<file path="src/dsort_pkg.sv">
// Package for the descending index sort core: sizes, payload types and the
// command and status structs passed between controller and datapath.
// No dependencies.
package dsort_pkg;

  localparam int MAX_ENTRIES = 16;
  localparam int KEY_BITS    = 16;
  localparam int IDX_W       = $clog2(MAX_ENTRIES);
  localparam int CNT_W       = $clog2(MAX_ENTRIES + 1);
  localparam int KEY_FIELD_W = 16;
  localparam int IDX_FIELD_W = 6;

  typedef logic [KEY_BITS-1:0] key_t;
  typedef logic [IDX_W-1:0]    idx_t;
  typedef logic [CNT_W-1:0]    cnt_t;

  // Commands from the controller to the datapath.
  typedef struct packed {
    logic load;   // store the incoming word (or mark it dropped)
    logic sort;   // perform one compare-exchange round
    logic phase;  // 0: even pairs, 1: odd pairs
    logic shift;  // head entry taken, advance the row
  } dsort_cmd_t;

  // Status from the datapath to the controller.
  typedef struct packed {
    logic last_entry;  // exactly one stored entry remains
  } dsort_sts_t;

endpackage

</file>
<file path="src/dsort_ctrl.sv">
// Controller for the descending index sort core: load, sort and emit phases.
// Depends on dsort_pkg.
module dsort_ctrl (
  input  logic                  clk_i,
  input  logic                  rst_ni,
  input  logic                  in_valid_i,
  input  logic                  last_key_i,
  output logic                  in_ready_o,
  output logic                  out_valid_o,
  input  logic                  out_ready_i,
  output dsort_pkg::dsort_cmd_t cmd_o,
  input  dsort_pkg::dsort_sts_t sts_i
);

  typedef enum logic [2:0] {
    ST_LOAD = 3'b001,
    ST_SORT = 3'b010,
    ST_EMIT = 3'b100
  } state_e;

  localparam dsort_pkg::idx_t LastRound = dsort_pkg::IDX_W'(dsort_pkg::MAX_ENTRIES - 1);

  state_e          state_q, state_d;
  dsort_pkg::idx_t round_q, round_d;

  always_comb begin
    state_d     = state_q;
    round_d     = round_q;
    in_ready_o  = 1'b0;
    out_valid_o = 1'b0;
    cmd_o       = '0;
    case (state_q)
      ST_LOAD: begin
        in_ready_o = 1'b1;
        if (in_valid_i) begin
          cmd_o.load = 1'b1;
          if (last_key_i) begin
            state_d = ST_SORT;
            round_d = '0;
          end
        end
      end
      ST_SORT: begin
        cmd_o.sort  = 1'b1;
        cmd_o.phase = round_q[0];
        round_d     = round_q + 1'b1;
        if (round_q == LastRound) begin
          state_d = ST_EMIT;
        end
      end
      ST_EMIT: begin
        out_valid_o = 1'b1;
        if (out_ready_i) begin
          cmd_o.shift = 1'b1;
          if (sts_i.last_entry) begin
            state_d = ST_LOAD;
          end
        end
      end
      default: begin
        state_d = ST_LOAD;
      end
    endcase
  end

  always_ff @(posedge clk_i or negedge rst_ni) begin
    if (!rst_ni) begin
      state_q <= ST_LOAD;
      round_q <= '0;
    end else begin
      state_q <= state_d;
      round_q <= round_d;
    end
  end

endmodule

</file>
<file path="src/dsort_dp.sv">
// Datapath for the descending index sort core: a row of key and index
// registers with compare-exchange cells, fill count and drop flag.
// Depends on dsort_pkg.
module dsort_dp (
  input  logic                                   clk_i,
  input  logic                                   rst_ni,
  input  dsort_pkg::dsort_cmd_t                  cmd_i,
  output dsort_pkg::dsort_sts_t                  sts_o,
  input  logic [dsort_pkg::KEY_FIELD_W-1:0]      sel_key_i,
  output logic [dsort_pkg::IDX_FIELD_W-1:0]      entry_index_o,
  output logic [dsort_pkg::KEY_FIELD_W-1:0]      entry_key_o,
  output logic                                   last_out_o,
  output logic                                   overflow_flag_o
);

  localparam dsort_pkg::cnt_t Capacity = dsort_pkg::CNT_W'(dsort_pkg::MAX_ENTRIES);

  dsort_pkg::key_t key_q [dsort_pkg::MAX_ENTRIES];
  dsort_pkg::key_t key_d [dsort_pkg::MAX_ENTRIES];
  dsort_pkg::idx_t idx_q [dsort_pkg::MAX_ENTRIES];
  dsort_pkg::idx_t idx_d [dsort_pkg::MAX_ENTRIES];
  dsort_pkg::cnt_t fill_q, fill_d;
  logic            drop_q, drop_d;

  always_comb begin
    key_d  = key_q;
    idx_d  = idx_q;
    fill_d = fill_q;
    drop_d = drop_q;
    if (cmd_i.load) begin
      if (fill_q < Capacity) begin
        key_d[fill_q[dsort_pkg::IDX_W-1:0]] = dsort_pkg::key_t'(sel_key_i);
        idx_d[fill_q[dsort_pkg::IDX_W-1:0]] = fill_q[dsort_pkg::IDX_W-1:0];
        fill_d = fill_q + 1'b1;
      end else begin
        drop_d = 1'b1;
      end
    end
    if (cmd_i.sort) begin
      // Each cell exchanges only on a strictly larger upper key, which
      // keeps entries with equal keys in their entry order.
      for (int p = 0; p < dsort_pkg::MAX_ENTRIES - 1; p++) begin
        if (((p % 2) == int'(cmd_i.phase)) &&
            (dsort_pkg::CNT_W'(p + 1) < fill_q) &&
            (key_q[p] < key_q[p+1])) begin
          key_d[p]   = key_q[p+1];
          key_d[p+1] = key_q[p];
          idx_d[p]   = idx_q[p+1];
          idx_d[p+1] = idx_q[p];
        end
      end
    end
    if (cmd_i.shift) begin
      for (int i = 0; i < dsort_pkg::MAX_ENTRIES - 1; i++) begin
        key_d[i] = key_q[i+1];
        idx_d[i] = idx_q[i+1];
      end
      fill_d = fill_q - 1'b1;
      if (fill_q == dsort_pkg::CNT_W'(1)) begin
        drop_d = 1'b0;
      end
    end
  end

  always_ff @(posedge clk_i) begin
    key_q <= key_d;
    idx_q <= idx_d;
  end

  always_ff @(posedge clk_i or negedge rst_ni) begin
    if (!rst_ni) begin
      fill_q <= '0;
      drop_q <= 1'b0;
    end else begin
      fill_q <= fill_d;
      drop_q <= drop_d;
    end
  end

  assign sts_o.last_entry = (fill_q == dsort_pkg::CNT_W'(1));
  assign entry_index_o    = dsort_pkg::IDX_FIELD_W'(idx_q[0]);
  assign entry_key_o      = dsort_pkg::KEY_FIELD_W'(key_q[0]);
  assign last_out_o       = sts_o.last_entry;
  assign overflow_flag_o  = drop_q;

endmodule

</file>
<file path="src/descending_index_sort_core.sv">
// Top level of the descending index sort core: joins controller and datapath.
// Depends on dsort_pkg, dsort_ctrl and dsort_dp.
//
//   channel | direction | handshake               | payload
//   --------+-----------+-------------------------+-------------------------------------
//   input   | in        | in_valid_i / in_ready_o | sel_key_i, last_key_i
//   output  | out       | out_valid_o/out_ready_i | entry_index_o, entry_key_o,
//           |           |                         | last_out_o, overflow_flag_o
//
// A set of keys is loaded one word per cycle while in_valid_i is high, then
// MAX_ENTRIES odd-even compare-exchange rounds run over the register row,
// then the stored words are emitted, one word per cycle while out_ready_i is high.
// The sort length is set by the number of rounds the row needs in the worst case.
// Input is only taken while loading and output only offered while emitting, so
// a stall on the output holds the whole block. Reset clears the state machine,
// the fill count and the drop flag; the key row needs no reset.
//
// Keys are kept in entry order in the row; each round compares neighbouring
// pairs among the filled positions and exchanges them when the upper key is
// strictly larger, so equal keys keep their entry order. Keys arriving once the
// row is full are dropped and reported on every word of that run.
module descending_index_sort_core (
  input  logic                                  clk_i,
  input  logic                                  rst_ni,
  input  logic                                  in_valid_i,
  output logic                                  in_ready_o,
  input  logic [dsort_pkg::KEY_FIELD_W-1:0]     sel_key_i,
  input  logic                                  last_key_i,
  output logic                                  out_valid_o,
  input  logic                                  out_ready_i,
  output logic [dsort_pkg::IDX_FIELD_W-1:0]     entry_index_o,
  output logic [dsort_pkg::KEY_FIELD_W-1:0]     entry_key_o,
  output logic                                  last_out_o,
  output logic                                  overflow_flag_o
);

  dsort_pkg::dsort_cmd_t cmd;
  dsort_pkg::dsort_sts_t sts;

  dsort_ctrl u_ctrl (
    .clk_i       (clk_i),
    .rst_ni      (rst_ni),
    .in_valid_i  (in_valid_i),
    .last_key_i  (last_key_i),
    .in_ready_o  (in_ready_o),
    .out_valid_o (out_valid_o),
    .out_ready_i (out_ready_i),
    .cmd_o       (cmd),
    .sts_i       (sts)
  );

  dsort_dp u_dp (
    .clk_i           (clk_i),
    .rst_ni          (rst_ni),
    .cmd_i           (cmd),
    .sts_o           (sts),
    .sel_key_i       (sel_key_i),
    .entry_index_o   (entry_index_o),
    .entry_key_o     (entry_key_o),
    .last_out_o      (last_out_o),
    .overflow_flag_o (overflow_flag_o)
  );

endmodule

</file>
<file path="config.mk">
export PLATFORM = sky130hd
export DESIGN_NAME = descending_index_sort_core
export DESIGN_NICKNAME = d
export VERILOG_FILES = /design/src/dsort_pkg.sv /design/src/dsort_ctrl.sv /design/src/dsort_dp.sv /design/src/descending_index_sort_core.sv
export SDC_FILE = /design/constraint.sdc
export NUM_CORES = 2
export LEC_CHECK = 0
export BUFFER_PORTS_ARGS = -buffer_cell sky130_fd_sc_hd__buf_2
export CORE_AREA = 2 2 244 246
export DETAILED_ROUTE_END_ITERATION = 6
export DIE_AREA = 0 0 246 248
export GPL_TIMING_DRIVEN = 0
export PLACE_DENSITY_LB_ADDON = 0.25
export SYNTH_ARGS = -nofsm -noshare
export SYNTH_HDL_FRONTEND = slang
export SYNTH_SLANG_ARGS = --single-unit
</file>
<file path="constraint.sdc">
create_clock -name clk_i -period 3.4 [get_ports clk_i]
set_input_delay 0.51 -clock clk_i [delete_from_list [all_inputs] [get_ports clk_i]]
set_output_delay 0.51 -clock clk_i [all_outputs]
set_load 0.01 [all_outputs]
</file>
### Yosys cells after proc, flatten, opt, wreduce, memory -nomap -nowiden

Index checks and enable logic that the tools add are counted.
W data, S select, Z words.

* muxes and demuxes: 73
* reduce and logical (&&, ||, !) cells: 37
* equality and inequality tests: 10
* $lt $le $gt $ge: 33
* add/sub/neg operators: 3
* bitwise operators: 2

Operator list (number)
* $mux W256: 3
* $mux W32: 18
* $bwmux W256: 1
* $lt A16 B16 Y1: 15
* $mux W240: 1
* $mux W64: 3
* $mux W8: 18
* $bwmux W64: 1
* $demux W16 S4: 1
* $mux W60: 1
* $lt A4 B5 Y1 const A: 8
* $logic_and A1 B1 Y1: 31
* $lt A3 B5 Y1 const A: 4
* $demux W4 S4: 1
* $mux W16: 1
* $mux W3: 5
* $mux W5: 3
* $mux W4: 3
* $lt A2 B5 Y1 const A: 2
* $mux W1: 10
* $pmux W3 S3: 1
* $ne A2 B2 Y1 const B: 4
* $pmux W4 S2: 1
* $reduce_bool A2 Y1: 3
* 19 further kinds: 19

* bits of input ports: 21
* output and inout port bits: 26
* logic and storage cells: 194
* bits in registers: 333

### Logic depth before layout (Yosys ltp)

* depth after elaboration: 28
* mapped depth: 12
* gate-level depth less buffers: 9

### Modules after synthesis

From an unflattened synthesis, not the netlist that was laid out.

* cell total of the unflattened synthesis: 2967
* area total of the unflattened synthesis: 24065.6 um^2

By module, submodules not included
* dsort_dp: instances 1, sequential area each 6556.3 um^2, cells each 2932, area each 23660.2 um^2
* dsort_ctrl: instances 1, sequential area each 176.4 um^2, cells each 35, area each 405.4 um^2

### Worst setup path after synthesis

No wires, ideal clock.

* kind: reg-to-reg
* from: reg u_dp.fill_q[1]
* to: reg u_dp.idx_q, in the netlist u_dp.entry_index_o[0]
* period minus slack after synthesis: 2.520 ns
* path buffers: 3
* slack: 0.880 ns
* required time: 3.267 ns
* cell stages (with the launch flop): 13
* setup time: 0.133 ns
* arrival: 2.388 ns
* cells stage by stage: dfrtp_1 > buf_2 > inv_1 > ha_1 > nor4b_2 > a211o_1 > a2111oi_2 > o21ai_2 > and2_0 > clkbuf_1 > clkbuf_1 > nor2_1 > a21oi_1

RTL lines
* from (decl): RTL line dsort_dp.sv:22 `dsort_pkg::cnt_t fill_q, fill_d;`
* from (signal assigned): RTL line dsort_dp.sv:75 `fill_q <= fill_d;`
* to (signal assigned): RTL line dsort_dp.sv:67 `idx_q <= idx_d;`
* to (decl): RTL line dsort_dp.sv:20 `dsort_pkg::idx_t idx_q [dsort_pkg::MAX_ENTRIES];`

==> impl_results.md <==
- # port buffers: 44
- CTS tree: yes
- DP Area: 25400 um2
- Ranking of synthesized cells by area: dfxtp_1, mux2i_1, ha_1, nand2_1, o21ai_0
- Final Skew: 23.3 ps
- Mapped Area: 24200 um2
- Total global-route track usage: approximately a third
- Grt total ovfl: 0
- Critical path required time: 3870 ps
- Synthesis-stage register bit count: 333
- Critical path endpoint category: register
- Sequential Area: 6730 um2
- Critical Path Start: u_dp.fill_q[1]$_DFFE_PN0P_
- Worst Setup Start Kind: register
- Worst hold path depth: 4
- Ports: 47
- Simple-Gate Fraction of Synth Area: roughly 12%
- Routed wire length per instance: approximately 27 um
- Fmax: 301 MHz
- R2R setup slack: 70 ps
- Post-synth ARST share: 3.90%
- Pin count of the biggest net entering global routing: 14
- Violated checks: capacitance limit, slew limit
- Lkg Pwr: 13.6 nW
- Sequential share of the synthesized area: ~28%
- Vias in the first global route: ~23000
- R2R Path Start: u_dp.fill_q[1]$_DFFE_PN0P_
- Worst slew margin: -5.81%
- Syn Area/Cell: just over 8 um2
- Compound-cell area share of the yosys netlist: 23.6%
- Critical Path Fanout Max: 10
- Clock Tree Root: clkbuf_16
- WHS Endpoint: u_ctrl.state_q[2]$_DFFE_PN0P_
- Hold Path Class: primary input to register
- Drt pass-1 iters: 6
- Antenna Nets Post-Route: 0
- Die ar.: between 60000 and 70000 um2
- Largest family of logic cells by synthesized area: compound AO/OA/AOI/OAI gates
- Reg-to-reg endpoint: u_dp.key_q[37]$_DFF_P_
- DRT iter0 DRCs: 2623
- Adder-cell share of the synthesized area: 11.9%
- Fin area: 26900 um2
- # nets final: 3272
- Fin. Hold Viols: 0
- FP Rows: 89
- Min Clock Period, post-route: 3330 ps
- Synth unique cells: 85
- Tightest Pin Transition: 1590 ps
- Pwr Density: around 1100 nW/um2
- Max VDD drop: ~550 uV
- Width of the die: 246 um
- H-Tree Depth: 2
- Number of flops mapped to enable cells by yosys: 0
- Initial Utilization: 41.5%
- Max-Cap Viols: 3
- Reg clk slew, reported paths: 60 ps
- Routed via count: 24100
- Final Max Slew Viols: 32
- Die Y: 248 um
- Yosys warns: 0
- Post-synth top area cell: dfxtp_1
- Mux contribution to synthesized area: 15.5%
- DRC Markers: 0
- Post-synthesis xor/xnor area fraction: 0.108%
- Clock Path Buffers: 3
- RSZ-0062 raised after global routing: no
- Status: complete, but fails checks
- Core Util, Final: a little under half
- Worst Setup Path Type: register to register
- Clk sink count: between 300 and 400
- Arrival @ worst endpoint: 3800 ps
- Area of the core: between 50000 and 60000 um2
- Post-synth top area share: 26.4%
- Area occupied by multi-input gates: 15400 um2
- # setup viols final: 0
- Total wire length: about 100000 um
- Mapped Cells: 2929
- Via density: around 6.3
- Filler cell count: around 5800
- R2R depth: 12
- Cts bufs inserted: 43
- Hold Crit Start: last_key_i
- Routability cong.: 0.970
- DP HPWL: 76800 um
- Global-route wire length before repair: around 150000 um
- Initial antenna violation count: 4
- Final period utilization: 97.9%
- Layout cells sized above 1: 11.4%
- Most used DFF post-synth: dfxtp_1
- Area growth syn-to-layout: 11.1%
- Later-pin clock latency in the skew report: approximately 590 ps
-- critical path, cell delays in order (launching register included) --
cell	delay, ps
dfrtp_1	420
buf_2	380
clkinvlp_4	290
ha_1	250
nor4bb_1	140
and2_1	160
clkbuf_2	230
nand3_1	280
buf_2	370
mux2i_1	170
nand2_1	110
o21ai_1	80
a222oi_1	330
-- final cells by class --
class	count	share of cell area (%)
Buffer	233	4.36
Timing Repair Buffer	46	0.883
Sequential cell	333	25.0
Clock buffer	63	4.57
Antenna cell	1	0.00929
Inverter	255	3.58
Tap cell	773	3.59
Clock inverter	13	0.758
Multi-Input combinational cell	2109	57.2
-- flip-flops by register name, summed over array words and instances (netlist names) --
register              cells
u_ctrl.round_q            4
u_dp.idx_q               60
u_dp.fill_q               5
u_ctrl.state_q            3
u_dp.entry_index_o        4
u_dp.key_q              240
u_dp.entry_key_o         16
u_dp.overflow_flag_o      1
-- worst max path at each step --
stage	end	slack, ps	depth (start not counted)
after detailed placement	u_dp.key_q[174]$_DFF_P_	-410	5
after global routing	u_dp.entry_index_o[0]$_DFF_P_	7	12
after floorplan	u_dp.entry_index_o[0]$_DFF_P_	880	12
final	u_dp.key_q[37]$_DFF_P_	70	12
after global placement	u_dp.idx_q[54]$_DFF_P_	-380	5
after CTS	u_dp.idx_q[34]$_DFF_P_	60	9
-- logic make-up (layout without fill, tap and decap cells) --
| group | count (synthesis) | count (layout) |
|---|---|---|
| AOI/OAI and AO/OA | 831 | 831 |
| and+or+nand+nor | 677 | 677 |
| buffers and inverters | 488 | 610 |
| muxes | 366 | 366 |
| DFF | 333 | 333 |
| adders and majority gates | 230 | 230 |
| xor gates and xnor gates | 3 | 3 |
| other | 1 | 3 |
-- layout by cell type (no fill, tap or decap), types with 11 or more instances in the layout --
cell type,count
mux2_1,18
a211o_1,27
clkbuf_2,12
a21oi_1,179
nand2b_1,14
nor2b_1,22
a221oi_2,20
a31oi_1,30
ha_1,230
o211ai_1,42
o221ai_1,41
o21ai_0,192
nor2_1,224
nand4_1,26
a221o_1,28
clkbuf_1,107
a221oi_1,41
mux2i_1,292
clkbuf_16,43
a211oi_1,25
dfxtp_1,320
o2bb2ai_1,11
a21o_1,19
mux2_2,56
buf_2,124
buf_4,34
dfrtp_1,12
o22ai_1,63
inv_1,253
a222oi_1,23
nand2_1,294
nand3_1,28
o21ai_1,28
and2_1,16
-- cells in the mapped netlist (8+ instances only) --
library cell / count
dfxtp_1: 320
nand2_1: 294
mux2i_1: 292
inv_1: 255
ha_1: 230
nor2_1: 225
o21ai_0: 192
a21oi_1: 179
clkbuf_1: 105
buf_2: 80
o22ai_1: 63
mux2_2: 56
o211ai_1: 42
a221oi_1: 41
o221ai_1: 41
buf_4: 33
a31oi_1: 30
a221o_1: 28
nand3_1: 28
o21ai_1: 28
a211o_1: 27
nand4_1: 26
a211oi_1: 25
a222oi_1: 23
nor2b_1: 22
a221oi_2: 20
a21o_1: 19
mux2_1: 18
and2_1: 16
nand2b_1: 14
dfrtp_1: 12
o2bb2ai_1: 11
and4_1: 9
nor3_1: 9
and3_1: 8
buf_6: 8
-- report_power, final --
group	leakage [nW]	internal, mW	switching, mW	total, mW
Sequential	2.85	5.85	2.89	8.74
Clock	0.702	2.88	1.93	4.81
Combinational	10.1	6.23	8.93	15.2
Total	13.6	15.0	13.8	28.7
-- metal layers --
layer	GRT usage, %	wire [um]
met5	0	13
met3	5.05	8280
met4	18.8	6440
met1	42.8	42700
met2	51.3	44600
-- what timing repair did --
action / CTS / global route
resized for setup: 8 / 9
buffers inserted: 1 / 0
hold buffers: 1 / 0
endpoints found under the hold margin: 12 / 0
setup endpoints to repair: 123 / 20
pin swaps: 0 / 0
gates cloned: 0 / 0
-- per-stage QoR --
step / hold WS, ps / cells / setup WS [ps] / TNS (ps) / total power, mW
after floorplan: 214 / 2930 / 880 / 0 / 18.4
after global routing: 281 / 3825 / 7.34 / 0 / 30.8
after global placement: 443 / 3747 / -380 / -21120 / 22.8
final: 260 / 3826 / 72.3 / 0 / 28.7
after detailed placement: 446 / 3747 / -413 / -23120 / 23.4
after CTS: 241 / 3825 / 56.4 / 0 / 28.3
(Power assumes the default switching activity.)
